--- config.mk ---
export PLATFORM = sky130hd
export DESIGN_NAME = transfer_switch_sequencer
export DESIGN_NICKNAME = d
export VERILOG_FILES = /design/src/sv/tss_pkg.sv /design/src/sv/tss_in_reg.sv /design/src/sv/tss_core.sv /design/src/sv/tss_out_reg.sv /design/src/sv/transfer_switch_sequencer.sv
export SDC_FILE = /design/constraint.sdc
export NUM_CORES = 1
export LEC_CHECK = 0
export BUFFER_PORTS_ARGS = -buffer_cell sky130_fd_sc_hd__buf_2
export CORE_ASPECT_RATIO = 1.25
export CORE_MARGIN = 8
export CORE_UTILIZATION = 40
export CTS_CLUSTER_DIAMETER = 150
export CTS_CLUSTER_SIZE = 20
export DETAILED_ROUTE_END_ITERATION = 10
export GPL_ROUTABILITY_DRIVEN = 0
export GPL_TIMING_DRIVEN = 0
export PLACE_DENSITY = 0.64
export SLEW_MARGIN = 0
export SYNTH_ARGS = -nofsm -noshare
export SYNTH_HDL_FRONTEND = slang
export SYNTH_HIERARCHICAL = 1
export SYNTH_SLANG_ARGS = --single-unit
--- constraint.sdc ---
create_clock -name clk -period 6.2 [get_ports clk]
set_input_delay 0.31 -clock clk [delete_from_list [all_inputs] [get_ports clk]]
set_output_delay 0.31 -clock clk [all_outputs]
set_load 0.01 [all_outputs]
--- src/sv/tss_pkg.sv ---
package tss_pkg;

    localparam int STATE_W = 5;
    localparam int MODE_W  = 3;
    localparam int DELAY_W = 16;
    localparam int TIME_W  = 32;
    localparam int CFG_IDX_W = 2;

    // sequencer state codes
    localparam logic [STATE_W-1:0] ST_START       = 5'd0;
    localparam logic [STATE_W-1:0] ST_LINE_WAIT   = 5'd1;
    localparam logic [STATE_W-1:0] ST_TO_LINE     = 5'd2;
    localparam logic [STATE_W-1:0] ST_ON_LINE     = 5'd3;
    localparam logic [STATE_W-1:0] ST_LINE_LOST   = 5'd4;
    localparam logic [STATE_W-1:0] ST_TO_OFF      = 5'd5;
    localparam logic [STATE_W-1:0] ST_AT_OFF      = 5'd6;
    localparam logic [STATE_W-1:0] ST_LSTAB_A     = 5'd7;
    localparam logic [STATE_W-1:0] ST_LSTAB_B     = 5'd8;
    localparam logic [STATE_W-1:0] ST_LSTAB_C     = 5'd9;
    localparam logic [STATE_W-1:0] ST_LSTAB_D     = 5'd10;
    localparam logic [STATE_W-1:0] ST_GEN_WAIT    = 5'd11;
    localparam logic [STATE_W-1:0] ST_TO_GEN      = 5'd12;
    localparam logic [STATE_W-1:0] ST_ON_GEN      = 5'd13;
    localparam logic [STATE_W-1:0] ST_GEN_LOST    = 5'd14;
    localparam logic [STATE_W-1:0] ST_FAULT_OFF   = 5'd15;
    localparam logic [STATE_W-1:0] ST_FORCED_GEN  = 5'd16;
    localparam logic [STATE_W-1:0] ST_FORCED_LINE = 5'd17;
    localparam logic [STATE_W-1:0] ST_FORCED_OFF  = 5'd18;

    // operating modes
    localparam logic [MODE_W-1:0] MODE_AUTO        = 3'd0;
    localparam logic [MODE_W-1:0] MODE_FORCED_GEN  = 3'd1;
    localparam logic [MODE_W-1:0] MODE_FORCED_LINE = 3'd2;
    localparam logic [MODE_W-1:0] MODE_FORCED_OFF  = 3'd3;

    // configuration register indexes
    localparam logic [CFG_IDX_W-1:0] CFG_MODE        = 2'd0;
    localparam logic [CFG_IDX_W-1:0] CFG_SHORT_DELAY = 2'd1;
    localparam logic [CFG_IDX_W-1:0] CFG_LONG_DELAY  = 2'd2;

    localparam logic [DELAY_W-1:0] SHORT_DELAY_RST = 16'd5000;
    localparam logic [DELAY_W-1:0] LONG_DELAY_RST  = 16'd10000;

    typedef struct packed {
        logic [TIME_W-1:0] now_ms;
        logic              line_ok;
        logic              gen_ok;
        logic              line_closed;
        logic              off_closed;
        logic              gen_closed;
    } sample_t;

    typedef struct packed {
        logic               relay_line;
        logic               relay_off;
        logic               relay_gen;
        logic               on_line_good;
        logic               at_off_good;
        logic               on_gen_good;
        logic               gen_request;
        logic [STATE_W-1:0] state_code;
    } result_t;

    // flow control between the input stage and the result stage
    typedef struct packed {
        logic out_free;
        logic step;
    } flow_t;

endpackage

--- src/sv/tss_in_reg.sv ---
module tss_in_reg (
    input  logic             clk,
    input  logic             rst_n,
    input  logic             in_valid,
    input  tss_pkg::sample_t sample,
    input  tss_pkg::flow_t   flow,
    output logic             in_stall,
    output logic             s1_valid,
    output tss_pkg::sample_t s1_data
);

    logic             valid_reg;
    logic             valid_next;
    tss_pkg::sample_t data_reg;
    logic             load;

    // hold the captured transaction while the result stage is full
    assign in_stall   = valid_reg && !flow.out_free;
    assign load       = in_valid && !in_stall;
    assign valid_next = load || (valid_reg && !flow.out_free);

    always_ff @(posedge clk or negedge rst_n)
    begin
        if (!rst_n)
        begin
            valid_reg <= 1'b0;
        end
        else
        begin
            valid_reg <= valid_next;
        end
    end

    always_ff @(posedge clk)
    begin
        if (load)
        begin
            data_reg <= sample;
        end
    end

    assign s1_valid = valid_reg;
    assign s1_data  = data_reg;

endmodule

--- src/sv/tss_core.sv ---
module tss_core (
    input  logic                            clk,
    input  logic                            rst_n,
    input  logic                            cfg_valid,
    input  logic [tss_pkg::CFG_IDX_W-1:0]   cfg_index,
    input  logic [tss_pkg::DELAY_W-1:0]     cfg_data,
    input  tss_pkg::flow_t                  flow,
    input  tss_pkg::sample_t                s1_data,
    output tss_pkg::result_t                result
);

    logic [tss_pkg::STATE_W-1:0] state_reg;
    logic [tss_pkg::STATE_W-1:0] state_next;
    logic [tss_pkg::TIME_W-1:0]  timer_reg;
    logic [tss_pkg::TIME_W-1:0]  timer_next;
    logic [tss_pkg::MODE_W-1:0]  applied_mode_reg;
    logic                        applied_valid_reg;
    logic [tss_pkg::MODE_W-1:0]  mode_reg;
    logic [tss_pkg::DELAY_W-1:0] short_delay_reg;
    logic [tss_pkg::DELAY_W-1:0] long_delay_reg;

    logic [tss_pkg::TIME_W-1:0]  elapsed;
    logic                        short_gt;
    logic                        long_gt;
    logic                        lok;
    logic                        gok;
    logic                        rl;
    logic                        ro;
    logic                        rg;
    logic                        lgood;
    logic                        ogood;
    logic                        ggood;

    assign lok = s1_data.line_ok;
    assign gok = s1_data.gen_ok;

    // A mode change only restarts the timer on the way into states that never
    // check it, so the elapsed time can use the stored start directly.
    assign elapsed  = s1_data.now_ms - timer_reg;
    assign short_gt = elapsed > {{(tss_pkg::TIME_W-tss_pkg::DELAY_W){1'b0}}, short_delay_reg};
    assign long_gt  = elapsed > {{(tss_pkg::TIME_W-tss_pkg::DELAY_W){1'b0}}, long_delay_reg};

    always_comb
    begin
        state_next = state_reg;
        timer_next = timer_reg;
        rl    = 1'b0;
        ro    = 1'b0;
        rg    = 1'b0;
        lgood = 1'b0;
        ogood = 1'b0;
        ggood = 1'b0;

        if (!applied_valid_reg || applied_mode_reg != mode_reg)
        begin
            case (mode_reg)
                tss_pkg::MODE_AUTO:
                begin
                    if (state_reg == tss_pkg::ST_FORCED_GEN && gok)
                    begin
                        timer_next = s1_data.now_ms;
                        state_next = tss_pkg::ST_TO_GEN;
                    end
                    else if (state_reg == tss_pkg::ST_FORCED_LINE && lok)
                    begin
                        timer_next = s1_data.now_ms;
                        state_next = tss_pkg::ST_TO_LINE;
                    end
                    else
                    begin
                        state_next = tss_pkg::ST_START;
                    end
                end
                tss_pkg::MODE_FORCED_GEN:  state_next = tss_pkg::ST_FORCED_GEN;
                tss_pkg::MODE_FORCED_LINE: state_next = tss_pkg::ST_FORCED_LINE;
                tss_pkg::MODE_FORCED_OFF:  state_next = tss_pkg::ST_FORCED_OFF;
                default: ;
            endcase
        end

        // later tests override earlier ones, in priority order
        case (state_next)
            tss_pkg::ST_START:
            begin
                timer_next = s1_data.now_ms;
                state_next = lok ? tss_pkg::ST_LINE_WAIT : tss_pkg::ST_LINE_LOST;
            end
            tss_pkg::ST_LINE_WAIT:
            begin
                if (!lok) state_next = tss_pkg::ST_START;
                if (short_gt) state_next = tss_pkg::ST_TO_LINE;
            end
            tss_pkg::ST_TO_LINE:
            begin
                rl = 1'b1;
                if (s1_data.line_closed) state_next = tss_pkg::ST_ON_LINE;
                if (!lok)
                begin
                    timer_next = s1_data.now_ms;
                    state_next = tss_pkg::ST_LINE_WAIT;
                end
            end
            tss_pkg::ST_ON_LINE:
            begin
                lgood      = 1'b1;
                timer_next = s1_data.now_ms;
                if (!lok) state_next = tss_pkg::ST_LINE_LOST;
            end
            tss_pkg::ST_LINE_LOST:
            begin
                if (lok) state_next = tss_pkg::ST_ON_LINE;
                if (short_gt)
                begin
                    state_next = tss_pkg::ST_TO_OFF;
                    timer_next = s1_data.now_ms;
                end
            end
            tss_pkg::ST_TO_OFF:
            begin
                ro = 1'b1;
                if (s1_data.off_closed) state_next = tss_pkg::ST_AT_OFF;
                if (lok) state_next = tss_pkg::ST_LSTAB_A;
                if (gok) state_next = tss_pkg::ST_GEN_WAIT;
                if (short_gt) state_next = tss_pkg::ST_FAULT_OFF;
            end
            tss_pkg::ST_AT_OFF:
            begin
                ogood      = 1'b1;
                timer_next = s1_data.now_ms;
                if (lok) state_next = tss_pkg::ST_LSTAB_A;
                if (gok) state_next = tss_pkg::ST_GEN_WAIT;
            end
            tss_pkg::ST_LSTAB_A:
            begin
                // a restarted timer cannot have run out yet
                if (!lok)
                begin
                    timer_next = s1_data.now_ms;
                    state_next = tss_pkg::ST_TO_OFF;
                end
                if (lok && short_gt) state_next = tss_pkg::ST_TO_LINE;
            end
            tss_pkg::ST_LSTAB_B:
            begin
                if (!lok) state_next = tss_pkg::ST_GEN_WAIT;
                if (short_gt) state_next = tss_pkg::ST_TO_LINE;
            end
            tss_pkg::ST_LSTAB_C:
            begin
                if (!lok) state_next = tss_pkg::ST_ON_GEN;
                if (short_gt) state_next = tss_pkg::ST_TO_LINE;
            end
            tss_pkg::ST_LSTAB_D:
            begin
                if (!lok)
                begin
                    timer_next = s1_data.now_ms;
                    state_next = tss_pkg::ST_GEN_LOST;
                end
                if (lok && short_gt) state_next = tss_pkg::ST_TO_LINE;
            end
            tss_pkg::ST_GEN_WAIT:
            begin
                if (lok)
                begin
                    timer_next = s1_data.now_ms;
                    state_next = tss_pkg::ST_LSTAB_B;
                end
                if (!gok) state_next = tss_pkg::ST_AT_OFF;
                if (!lok && long_gt)
                begin
                    timer_next = s1_data.now_ms;
                    state_next = tss_pkg::ST_TO_GEN;
                end
            end
            tss_pkg::ST_TO_GEN:
            begin
                rg         = 1'b1;
                timer_next = s1_data.now_ms;
                if (s1_data.gen_closed) state_next = tss_pkg::ST_ON_GEN;
                if (!gok) state_next = tss_pkg::ST_AT_OFF;
                if (lok) state_next = tss_pkg::ST_LSTAB_C;
            end
            tss_pkg::ST_ON_GEN:
            begin
                ggood      = 1'b1;
                timer_next = s1_data.now_ms;
                if (lok) state_next = tss_pkg::ST_LSTAB_C;
                if (!gok) state_next = tss_pkg::ST_GEN_LOST;
            end
            tss_pkg::ST_GEN_LOST:
            begin
                if (lok)
                begin
                    timer_next = s1_data.now_ms;
                    state_next = tss_pkg::ST_LSTAB_D;
                end
                if (gok) state_next = tss_pkg::ST_ON_GEN;
                if (!lok && short_gt) state_next = tss_pkg::ST_FAULT_OFF;
            end
            tss_pkg::ST_FAULT_OFF:
            begin
                ro = 1'b1;
                if (s1_data.off_closed) state_next = tss_pkg::ST_AT_OFF;
                if (lok)
                begin
                    timer_next = s1_data.now_ms;
                    state_next = tss_pkg::ST_LSTAB_A;
                end
                if (gok)
                begin
                    timer_next = s1_data.now_ms;
                    state_next = tss_pkg::ST_GEN_WAIT;
                end
            end
            tss_pkg::ST_FORCED_GEN:  rg = !s1_data.gen_closed;
            tss_pkg::ST_FORCED_LINE: rl = !s1_data.line_closed;
            tss_pkg::ST_FORCED_OFF:  ro = !s1_data.off_closed;
            default:                 state_next = tss_pkg::ST_START;
        endcase
    end

    assign result.relay_line   = rl;
    assign result.relay_off    = ro;
    assign result.relay_gen    = rg;
    assign result.on_line_good = lgood;
    assign result.at_off_good  = ogood;
    assign result.on_gen_good  = ggood;
    assign result.gen_request  = state_next inside
                                 {[tss_pkg::ST_TO_OFF:tss_pkg::ST_FORCED_GEN]};
    assign result.state_code   = state_next;

    always_ff @(posedge clk or negedge rst_n)
    begin
        if (!rst_n)
        begin
            state_reg         <= tss_pkg::ST_START;
            timer_reg         <= '0;
            applied_mode_reg  <= tss_pkg::MODE_AUTO;
            applied_valid_reg <= 1'b0;
        end
        else if (flow.step)
        begin
            state_reg         <= state_next;
            timer_reg         <= timer_next;
            applied_mode_reg  <= mode_reg;
            applied_valid_reg <= 1'b1;
        end
    end

    always_ff @(posedge clk or negedge rst_n)
    begin
        if (!rst_n)
        begin
            mode_reg        <= tss_pkg::MODE_AUTO;
            short_delay_reg <= tss_pkg::SHORT_DELAY_RST;
            long_delay_reg  <= tss_pkg::LONG_DELAY_RST;
        end
        else if (cfg_valid)
        begin
            case (cfg_index)
                tss_pkg::CFG_MODE:        mode_reg        <= cfg_data[tss_pkg::MODE_W-1:0];
                tss_pkg::CFG_SHORT_DELAY: short_delay_reg <= cfg_data;
                tss_pkg::CFG_LONG_DELAY:  long_delay_reg  <= cfg_data;
                default: ;
            endcase
        end
    end

    // the state register never leaves the defined code range
    a_state_range: assert property (@(posedge clk) disable iff (!rst_n)
        state_reg <= tss_pkg::ST_FORCED_OFF)
        else $error("sequencer state out of range");

    // a step always leaves the mode marked as applied
    a_mode_applied: assert property (@(posedge clk) disable iff (!rst_n)
        flow.step |=> applied_valid_reg && applied_mode_reg == $past(mode_reg))
        else $error("mode not recorded after step");

    // state and timer only move on a step
    a_hold_idle: assert property (@(posedge clk) disable iff (!rst_n)
        !flow.step |=> $stable(state_reg) && $stable(timer_reg))
        else $error("sequencer state moved without a step");

endmodule

--- src/sv/tss_out_reg.sv ---
module tss_out_reg (
    input  logic             clk,
    input  logic             rst_n,
    input  tss_pkg::result_t result,
    input  logic             s1_valid,
    input  logic             out_stall,
    output tss_pkg::flow_t   flow,
    output logic             out_valid,
    output tss_pkg::result_t out_data
);

    logic             valid_reg;
    logic             valid_next;
    tss_pkg::result_t data_reg;

    assign flow.out_free = !valid_reg || !out_stall;
    assign flow.step     = s1_valid && flow.out_free;
    assign valid_next    = flow.step || (valid_reg && out_stall);

    always_ff @(posedge clk or negedge rst_n)
    begin
        if (!rst_n)
        begin
            valid_reg <= 1'b0;
        end
        else
        begin
            valid_reg <= valid_next;
        end
    end

    always_ff @(posedge clk)
    begin
        if (flow.step)
        begin
            data_reg <= result;
        end
    end

    assign out_valid = valid_reg;
    assign out_data  = data_reg;

endmodule

--- src/sv/transfer_switch_sequencer.sv ---
// Flow: a transaction accepted into the input register is stepped through the sequencer into the result register.
// Throughput: one transaction per cycle while out_stall is low; the sequencer state updates
// in the same cycle as an item moves from the input register to the result register.
// Reset (rst_n, asynchronous, active low): state to start, timer start to zero,
// mode auto with no mode yet applied, delays 5000 and 10000 ms, both stages empty.
module transfer_switch_sequencer (
    input  logic                          clk,
    input  logic                          rst_n,
    input  logic                          in_valid,
    output logic                          in_stall,
    input  logic [tss_pkg::TIME_W-1:0]    now_ms,
    input  logic                          line_ok,
    input  logic                          gen_ok,
    input  logic                          line_closed,
    input  logic                          off_closed,
    input  logic                          gen_closed,
    output logic                          out_valid,
    input  logic                          out_stall,
    output logic                          relay_line,
    output logic                          relay_off,
    output logic                          relay_gen,
    output logic                          on_line_good,
    output logic                          at_off_good,
    output logic                          on_gen_good,
    output logic                          gen_request,
    output logic [tss_pkg::STATE_W-1:0]   state_code,
    input  logic                          cfg_valid,
    output logic                          cfg_ready,
    input  logic [tss_pkg::CFG_IDX_W-1:0] cfg_index,
    input  logic [tss_pkg::DELAY_W-1:0]   cfg_data
);

    tss_pkg::sample_t sample;
    tss_pkg::sample_t s1_data;
    tss_pkg::result_t result;
    tss_pkg::result_t out_data;
    tss_pkg::flow_t   flow;
    logic             s1_valid;

    assign cfg_ready = 1'b1;

    assign sample.now_ms      = now_ms;
    assign sample.line_ok     = line_ok;
    assign sample.gen_ok      = gen_ok;
    assign sample.line_closed = line_closed;
    assign sample.off_closed  = off_closed;
    assign sample.gen_closed  = gen_closed;

    tss_in_reg u_in_reg (
        .clk      (clk),
        .rst_n    (rst_n),
        .in_valid (in_valid),
        .sample   (sample),
        .flow     (flow),
        .in_stall (in_stall),
        .s1_valid (s1_valid),
        .s1_data  (s1_data)
    );

    tss_core u_core (
        .clk       (clk),
        .rst_n     (rst_n),
        .cfg_valid (cfg_valid),
        .cfg_index (cfg_index),
        .cfg_data  (cfg_data),
        .flow      (flow),
        .s1_data   (s1_data),
        .result    (result)
    );

    tss_out_reg u_out_reg (
        .clk       (clk),
        .rst_n     (rst_n),
        .result    (result),
        .s1_valid  (s1_valid),
        .out_stall (out_stall),
        .flow      (flow),
        .out_valid (out_valid),
        .out_data  (out_data)
    );

    assign relay_line   = out_data.relay_line;
    assign relay_off    = out_data.relay_off;
    assign relay_gen    = out_data.relay_gen;
    assign on_line_good = out_data.on_line_good;
    assign at_off_good  = out_data.at_off_good;
    assign on_gen_good  = out_data.on_gen_good;
    assign gen_request  = out_data.gen_request;
    assign state_code   = out_data.state_code;

endmodule

**Yosys cells after proc, flatten, opt, wreduce, memory -nomap -nowiden**

Cells that the tools add are included.

- Output and inout bits: 15
- Input bits: 60
- Flip-flop bits (word level): 127
- Word-level logic and storage cells: 141

- Reductions and logical operators: 33
- $lt $le $gt $ge: 4
- Mux-type cells: 54
- $add $sub $neg: 1
- Equality and inequality tests: 26

Operators with widths:

| kind | number |
|---|---|
| 32-bit 2-to-1 mux | 9 |
| 32-bit one-hot mux with 6 select lines | 1 |
| 5-bit 2-to-1 mux | 34 |
| 5-bit one-hot mux with 17 select lines | 1 |
| 32-bit by 16-bit > comparator with 1-bit output | 2 |
| 5-bit by 4-bit equality test with 1-bit output (second input constant) | 8 |
| 32-bit subtractor | 1 |
| 5-bit equality test (second input constant) | 5 |
| 5-bit by 3-bit equality test with 1-bit output (second input constant) | 4 |
| 5-bit one-hot mux with 4 select lines | 1 |
| 5-bit by 2-bit equality test with 1-bit output (second input constant) | 2 |
| 1-bit logical AND | 10 |
| 1-bit zero test | 9 |
| 3-bit by 2-bit equality test with 1-bit output (second input constant) | 2 |
| 1-bit one-hot mux with 2 select lines | 3 |
| 2-bit AND reduction | 3 |
| 3-bit OR reduction | 2 |
| 5-bit by 1-bit equality test with 1-bit output (second input constant) | 1 |
| 5-bit by 3-bit >= comparator with 1-bit output (second input constant) | 1 |
| 5-bit <= comparator (second input constant) | 1 |
| 5-bit zero test | 1 |
| 5-bit OR reduction | 1 |
| 1-bit logical OR | 4 |
| 3-bit by 1-bit equality test with 1-bit output (second input constant) | 1 |
| 9 further kinds | 11 |

**Logic depth before layout (Yosys ltp)**

Gate-level depths: netlist of the first run.

- Depth in word-level cells: 13
- Gate-level depth with buffers: 25
- Gate-level depth less buffers: 24

**Modules after synthesis**

Netlist of the first run, hierarchy kept.

Modules (own cells, without submodules):

| module | cells an instance | area each (um^2) | times used |
|---|---|---|---|
| tss_core | 1191 | 8808.4 | 1 |
| tss_in_reg | 42 | 1168.6 | 1 |
| tss_out_reg | 16 | 407.9 | 1 |
| transfer_switch_sequencer | 2 | 11.3 | 1 |

**Worst setup path after synthesis of the first run**

OpenSTA, ideal clock, no wires.

- Path kind: flip-flop to flip-flop
- Start: reg u_in_reg.data_reg, in the netlist u_in_reg/s1_data[5]
- End: reg u_out_reg.data_reg, in the netlist u_out_reg/out_data[5], data pin
- Cell stages (with the launch flop): 22
- Library setup time: 266 ps
- Arrival: 4321 ps
- Slack: 1613 ps
- Cells stage by stage: edfxtp_1 > inv_1 > ha_1 > fa_1 > nand2b_1 > a21oi_1 > o21a_1 > o21ai_0 > nand2b_1 > a31oi_1 > xnor2_1 > ha_1 > a21o_1 > a211o_1 > a21oi_1 > o21ai_0 > o21ai_0 > nor4b_1 > nor3_1 > or4_4 > o21ai_0 > a31oi_1

RTL lines:

| what | line | text |
|---|---|---|
| start, declared | tss_in_reg.sv:14 | `tss_pkg::sample_t data_reg;` |
| start signal, assigned | tss_in_reg.sv:38 | `data_reg <= sample;` |
| end signal, assigned | tss_out_reg.sv:36 | `data_reg <= result;` |
| end, declared | tss_out_reg.sv:14 | `tss_pkg::result_t data_reg;` |

**Worst setup path in the final report of the first run**

- Start: reg u_in_reg.data_reg, in the netlist u_in_reg/s1_data[6]
- End: reg u_core/timer_reg[6] in the netlist's numbering

- Cells in the longest elaborated chain, start to end: 5
- Elaborated cells on any way between the ends: 7
- Those cells by class: 1 x add/sub; 2 x order compare; 3 x mux; 1 x reduce/logical

RTL lines:

| what | line | text |
|---|---|---|
| 32-bit subtractor (*) | tss_core.sv:39 | `assign elapsed = s1_data.now_ms - timer_reg;` |
| 32-bit by 16-bit > comparator with 1-bit output | tss_core.sv:41 | `assign long_gt = elapsed > {{(tss_pkg::TIME_W-tss_pkg::DELAY_W){1'b0}}, long_delay_reg};` |
| 1-bit logical AND | tss_core.sv:170 | `if (!lok && long_gt)` |
| 32-bit 2-to-1 mux | tss_core.sv:170 |  |
| 32-bit one-hot mux with 6 select lines (*) | tss_core.sv:82 | `case (state_next)` |
| end signal, assigned | tss_core.sv:245 | `timer_reg <= timer_next;` |
| end, declared | tss_core.sv:14 | `logic [tss_pkg::TIME_W-1:0] timer_reg;` |

Mark *: on every way between the ends. The rest lies on a longest branch, timed or not.
A chain may end at the register's enable or synchronous reset.

==> results of run 1 <==
per-layer routing:
metal  track usage  part of all wire
met1         0.247              0.40
met2         0.361              0.48
met3        0.0363             0.057
met4         0.135             0.057
met5             0                 0
per-stage QoR:
stage	cell area [um^2]	std cells	hold WS [ns]	setup WS, ns	util
2_1_floorplan	10400	1251	0.0144	1.61	-
3_3_place_gp	11200	1664	0.487	0.234	0.434
3_5_place_dp	11200	1665	0.312	0.184	0.435
4_1_cts	11800	1698	0.0160	0.232	0.457
5_1_grt	11800	1698	0.0202	0.0721	0.457
6_report	11800	1698	0.0336	0.423	0.457
kinds of logic after synthesis:
kind of cell | share of synthesized area
buf+inv | 0.0673
other cells | 0.000361
simple gates | 0.179
xor+xnor | 0.0168
mux | 0.0552
compound gates | 0.273
fa+ha+maj | 0.0777
flops | 0.330
final timing paths:
check                                       endpoint
max                              u_core/timer_reg[6]
min                             u_in_reg/s1_data[27]
max reg2reg                      u_core/timer_reg[6]
min reg2reg                u_core/long_delay_reg[15]
max in group asynchronous  u_core/long_delay_reg[13]
min in group asynchronous       u_core/timer_reg[14]
critical path: cells and delay by family (launching register included):
kind | cells | cell delay (ns)
compound gates | 11 | 2.55
simple gates | 5 | 1.08
fa+ha+maj | 2 | 0.77
flops | 1 | 0.51
buf+inv | 2 | 0.44
xor+xnor | 1 | 0.32
synth_stat cells (6+ instances only):
master / n / area [um^2]
a21o_1: 22 / 165
o2111ai_1: 10 / 87.6
xor2_1: 10 / 87.6
nand3_1: 16 / 80.1
a31oi_1: 10 / 62.6
inv_1: 99 / 372
buf_2: 6 / 30.0
nor3_1: 30 / 150
a22oi_1: 13 / 97.6
nand4_1: 13 / 81.3
dfstp_2: 10 / 263
dfrtp_1: 68 / 1700
o211ai_1: 28 / 210
edfxtp_1: 49 / 1470
o21ai_0: 80 / 400
nand2b_1: 9 / 56.3
o31ai_1: 6 / 45.0
nor2_1: 117 / 439
a221oi_1: 16 / 140
mux2_2: 43 / 484
a21oi_1: 109 / 546
and2_1: 7 / 43.8
a211o_1: 6 / 52.6
mux2i_1: 9 / 90.1
or3_1: 6 / 37.5
clkbuf_1: 49 / 184
o21a_1: 22 / 165
buf_4: 8 / 60.1
a211oi_1: 9 / 67.6
o311ai_0: 12 / 105
nand3b_1: 7 / 52.6
xnor2_1: 10 / 87.6
ha_1: 63 / 788
a221oi_2: 9 / 135
or2_2: 7 / 43.8
nand2_1: 156 / 586
final cells by class:
class | instances | area [um^2] | share of cell area
multi-input cells | 954 | 6270 | 0.532
flip-flops and latches | 127 | 3440 | 0.292
clock buffers | 25 | 485 | 0.0412
well taps | 340 | 425 | 0.0361
repair buffers | 75 | 405 | 0.0344
inverters | 99 | 372 | 0.0315
plain buffers | 71 | 328 | 0.0278
clock inverters | 7 | 61.3 | 0.00520
timing repair:
| item | 4_1_cts | 5_1_grt |
|---|---|---|
| resized for setup | 0 | 2 |
| hold endpoints to repair | 29 | 0 |
| setup endpoints to repair | 0 | 16 |
| hold buffers | 1 | 0 |
power groups by stage:
stage	combinational, mW	sequential (mW)	clock, mW
2_1_floorplan	2.45	1.24	0
3_3_place_gp	3.24	1.27	0
3_5_place_dp	3.29	1.27	0
4_1_cts	3.31	1.26	0.979
5_1_grt	3.74	1.29	1.01
6_report	3.38	1.26	0.950
==> reports/results.ini, run 1 <==
[clocking]
cts-htree-levels=4
cts_tree=yes
clk_latency_ns=0.45
clk_pin_slew_worst_paths_ns=0.07
cts.sinks=127
root_buffer=clkbuf_16
post_cts_buffers=0
max-clock-path-buffers=2
numCtsBuffers=17

[global_route]
grtUsageTotal=0.213
grt_pass1_wl_um=53700
grt_pass1_vias=9962
antenna_found_initial=0
grt-ovfl-total=0
grt_start_max_net_pins=48

[placement]
place_hpwl_um=25600
port_buffers=73

[routing]
vias_per_cell=6.04
vias=10300
wire_per_inst_um=20.0
drc=0
initialDrtViolationCount=1162
wl_um=34000
first_pass_iters=6
ant_nets=0

[sta]
max_freq_mhz=173
final.setup.tns_ns=0
max_slew_margin=0.184
maxSlewViolCount=0
rsz0062_at_grt=no
setup_viol=0
layout_min_cycle_time_ns=5.78
finalHoldViolCount=0
tightest_slew_ns=1.22
fin_skew_ns=0.0236
fin_crit_sh=0.932

[floorplanning]
start_util=0.404
num_rows=66
num_io_pins=75
chipHeight_um=196
core_area_mm2=0.0258
chipWidth_um=160
dieArea_mm2=0.0314

[critical_path]
r2r_slack_ns=0.42
cp-end-kind=flip-flop
cp_cell_sequence=inv_1 > fa_1 > nand2b_1 > a21oi_1 > o21a_1 > o21ai_0 > nand2b_1 > a31oi_1 > xnor2_1 > ha_1 > a21o_1 > a211o_1 > a21oi_1 > o21ai_0 > o21ai_0 > nor4b_2 > nor2_1 > o21ai_1 > buf_4 > nor4_1 > o31ai_1
start_kind=flip-flop
crit_path_start=u_in_reg/s1_data[6]
critPathKind=reg -> reg
crit_path_top_delay_cell=o21ai_0
critical_path.max_fanout=10
arrival_ns=6.12
r2r_cells=21
critical_path.most_common_cell=o21ai_0
critical_path.max_stage_delay_ns=0.62
critPathRequiredTime_ns=6.54
worstReg2RegStart=u_in_reg/s1_data[6]

[cells_and_area]
final_common_cell=nand2_1
n_fill_cell=2589
drive_above_1_share=0.155
synthToLayoutAreaGrowth_pct=13.3
layout_common_cells=nand2_1, nor2_1, a21oi_1
layout.nets=1469
antenna_cells=0
largest_reg_flops=37

[pwr]
power.switching_mw=2.62
p_int_mw=2.97
clkPwrFrac=0.170
switching_share=0.468
combPwrFrac=0.604
p_leak_nw=4.98
seq_power_share=0.226
ir_worst_vdd_mv=0.193
power_per_cell_area_mw_per_mm2=475
power_mw=5.59

[synthesis]
syn_inst=1251
yosys_warnings=6
synth_edf_count=49
synth_seq_area_share=0.330
synth_seq_cells=127
synthDistinctLibCells=87
synthFlopType=dfrtp_1
synth_nets=1375
avgSynthCellArea_um2=8.31
async_flop_share=0.614
synth_area_mm2=0.0104

[worst_hold_path]
hold_depth=1
worstHoldStart=now_ms[22]
hp-class=in -> reg

[flow_run]
maxCapViolCount=0

[outcome]
run_status=completed

Power figures use the tool's default switching activity.
==> run 2, diff against run 1 <==
--- a/config.mk
+++ b/config.mk
@@ -5,6 +5,7 @@
 export SDC_FILE = /design/constraint.sdc
 export NUM_CORES = 1
 export LEC_CHECK = 0
+export ABC_AREA = 1
 export BUFFER_PORTS_ARGS = -buffer_cell sky130_fd_sc_hd__buf_2
 export CORE_ASPECT_RATIO = 1.25
 export CORE_MARGIN = 8
==> reports/results.ini, run 2 <==
[cells_and_area]
layout.nets=2044  ; was 1469
n_fill_cell=2939  ; was 2589
largest_reg_flops=37  ; unchanged
drive_above_1_share=0.0973  ; was 0.155
antenna_cells=0  ; unchanged
synthToLayoutAreaGrowth_pct=13.3  ; about the same
final_common_cell=nand2_1  ; unchanged
layout_common_cells=nand2_1, inv_1, o21ai_0  ; was nand2_1, nor2_1, a21oi_1
final_area_mm2=0.0131  ; was 0.0118 mm^2

[floorplanning]
num_io_pins=75  ; unchanged
dieArea_mm2=0.0347  ; was 0.0314 mm^2
core_area_mm2=0.0285  ; was 0.0258 mm^2
chipHeight_um=206  ; was 196 um
num_rows=69  ; was 66
start_util=0.406  ; was 0.404
chipWidth_um=168  ; was 160 um

[clocking]
cts.sinks=127  ; unchanged
root_buffer=clkbuf_16  ; unchanged
holdBufCountCts=1  ; unchanged
numCtsBuffers=17  ; unchanged
cts_resized=0  ; unchanged
cts_tree=yes  ; unchanged
max-clock-path-buffers=2  ; unchanged
cts-htree-levels=4  ; unchanged
post_cts_buffers=0  ; unchanged
clk_latency_ns=0.45  ; about the same
clk_pin_slew_worst_paths_ns=0.06  ; was 0.07 ns

[outcome]
run_status=completed  ; unchanged

[sta]
finalHoldViolCount=0  ; unchanged
final.setup.tns_ns=0  ; unchanged
fin_crit_sh=0.768  ; was 0.932
setup_viol=0  ; unchanged
max_slew_margin=0.425  ; was 0.184
tightest_slew_ns=0.862  ; was 1.22 ns
maxSlewViolCount=0  ; unchanged
layout_min_cycle_time_ns=4.76  ; was 5.78 ns
max_freq_mhz=210  ; was 173 MHz
fin_skew_ns=0.0145  ; was 0.0236 ns
rsz0062_at_grt=no  ; unchanged

[critical_path]
critical_path.max_fanout=8  ; was 10
critPathKind=reg -> reg  ; unchanged
crit_path_top_delay_cell=fa_1  ; was o21ai_0
critical_path.most_common_cell=nand3_1  ; was o21ai_0
critical_path.max_stage_delay_ns=0.44  ; was 0.62 ns
r2r_slack_ns=1.44  ; was 0.42 ns
r2r_cells=25  ; was 21
critPathRequiredTime_ns=6.39  ; was 6.54 ns
start_kind=flip-flop  ; unchanged
arrival_ns=4.95  ; was 6.12 ns
cp-end-kind=flip-flop  ; unchanged
worstReg2RegStart=u_in_reg/s1_data[5]  ; was u_in_reg/s1_data[6]
timing.rr.end=u_out_reg/out_data[5]  ; was u_core/timer_reg[6]

[global_route]
grt_pass1_wl_um=62000  ; was 53700 um
grt_start_max_net_pins=41  ; was 48
grtUsageTotal=0.227  ; was 0.213
grt_pass1_vias=11900  ; was 9962
antenna_found_initial=0  ; unchanged
grt-ovfl-total=0  ; unchanged

[synthesis]
synthFlopType=dfrtp_1  ; unchanged
synth_nets=1949  ; was 1375
synth_seq_area_share=0.297  ; was 0.330
avgSynthCellArea_um2=6.34  ; was 8.31 um^2
synth.top_cell.area_share=0.167  ; was 0.164
yosys.area.top_type=nand2_1  ; was dfrtp_1
synth_seq_cells=127  ; unchanged
synth.most_common_cell=nand2_1  ; unchanged
synthDistinctLibCells=52  ; was 87
async_flop_share=0.614  ; unchanged
synth_edf_count=49  ; unchanged
yosys-top-cells-count=nand2_1, inv_1, o21ai_0  ; was nand2_1, nor2_1, a21oi_1
synth_area_leaders=nand2_1, dfrtp_1, edfxtp_1, inv_1, o21ai_0  ; was dfrtp_1, edfxtp_1, ha_1, nand2_1, a21oi_1
synth_area_mm2=0.0116  ; was 0.0104 mm^2
yosys_warnings=6  ; unchanged
syn_inst=1825  ; was 1251

[routing]
ant_nets=0  ; unchanged
wire_per_inst_um=17.1  ; was 20.0 um
vias=12500  ; was 10.3k
wl_um=39100  ; was 34000 um
drc=0  ; unchanged
initialDrtViolationCount=1445  ; was 1162
vias_per_cell=5.45  ; was 6.04
first_pass_iters=7  ; was 6

[worst_hold_path]
hp-class=in -> reg  ; unchanged
worstHoldStart=now_ms[15]  ; was now_ms[22]
hold_depth=1  ; unchanged
hold_path_end=u_in_reg/s1_data[20]  ; was u_in_reg/s1_data[27]

[pwr]
combPwrFrac=0.604  ; about the same
p_leak_nw=6.85  ; was 4.98 nW
clkPwrFrac=0.191  ; was 0.170
power_per_cell_area_mw_per_mm2=451  ; was 475 mW/mm^2
switching_share=0.495  ; was 0.468
power.switching_mw=2.92  ; was 2.62 mW
seq_power_share=0.205  ; was 0.226
ir_worst_vdd_mv=0.184  ; was 0.193 mV
p_int_mw=2.99  ; was 2.97 mW

[placement]
place_hpwl_um=30600  ; was 25600 um
port_buffers=73  ; unchanged
placed_area_mm2=0.0124  ; was 0.0112 mm^2

[flow_run]
maxCapViolCount=0  ; unchanged

-- run 2: changes by cell type in the layout (fill, tap and decap cells not counted), sizes merged, moves of 15 or more --
| cell | change |
|---|---|
| inv | +220 |
| o211ai | -16 |
| nor2 | +52 |
| a221oi | -25 |
| nand2 | +371 |
| a21o | -22 |
| o21ai | +138 |
| a21oi | +15 |
| nand3 | +48 |
| mux2 | -43 |
-- run 2: area by class of cell --
| class | count | area [um^2] | area share |
|---|---|---|---|
| clock buffer | 18 | 439 | 0.0335 |
| multi-input combinational | 1309 | 6640 | 0.506 |
| sequential | 127 | 3440 | 0.262 |
| buffer | 67 | 303 | 0.0231 |
| timing repair buffer | 76 | 425 | 0.0324 |
| inverter | 322 | 1210 | 0.0922 |
| clock inverter | 14 | 215 | 0.0164 |
| tap | 355 | 444 | 0.0339 |
-- run 2: how the worst max path moves through the flow --
| stage | slack (ns) | cells after the start | startpoint | to |
|---|---|---|---|---|
| after floorplan | 2.68 | 24 | u_in_reg/s1_data[5] | u_out_reg/out_data[5] |
| after global placement | 1.52 | 20 | u_in_reg/s1_data[5] | u_core/timer_reg[2] |
| after detailed placement | 1.52 | 20 | u_in_reg/s1_data[5] | u_core/timer_reg[2] |
| after CTS | 1.44 | 25 | u_in_reg/s1_data[5] | u_out_reg/out_data[5] |
| after global routing | 1.07 | 25 | u_in_reg/s1_data[5] | u_out_reg/out_data[5] |
| final | 1.44 | 25 | u_in_reg/s1_data[5] | u_out_reg/out_data[5] |
-- run 2: worst max-delay path: cells and delay by family (launching register included) --
family                     cells  cell delay (ns)
and+or+nand+nor               16             2.27
adders and majority gates      3             1.05
DFF                            1             0.41
buffers and inverters          3             0.33
AOI/OAI and AO/OA              2             0.29
xor gates and xnor gates       1             0.15
-- run 2: kinds of logic (layout without fill, tap and decap cells) --
group,after synthesis,count (layout),share of synthesized area
compound gates,423,423,0.200
xor+xnor,15,15,0.0113
fa+ha+maj,64,64,0.0698
buf+inv,389,497,0.131
flops,127,127,0.297
other cells,1,1,0.000324
simple gates,806,806,0.291
-- run 2: metal layers --
layer | vias to the layer above | global-route usage | share of wire
met5 | - | 0 | 0
met4 | 0 | 0.128 | 0.047
met3 | 122 | 0.0375 | 0.081
met2 | 657 | 0.390 | 0.48
met1 | 5622 | 0.267 | 0.40
li1 | 6076 | - | -
-- run 2: power groups by stage --
stage               logic [mW]  registers [mW]  clock network (mW)
floorplan                 2.52            1.20                   0
global placement          3.39            1.22                   0
detailed placement        3.48            1.22                   0
CTS                       3.50            1.21                1.15
global route              3.99            1.24                1.18
finish                    3.57            1.21                1.13
-- run 2: through the flow --
step	setup slack, ns	instances	total power [mW]	hold slack (ns)	util
finish	1.44	2288	5.91	0.0381	0.460
global route	1.07	2288	6.41	0.0165	0.460
CTS	1.44	2288	5.86	0.0160	0.460
detailed placement	1.52	2255	4.70	0.331	0.437
global placement	1.52	2253	4.61	0.471	0.435
floorplan	2.68	1825	3.72	0.0144	-
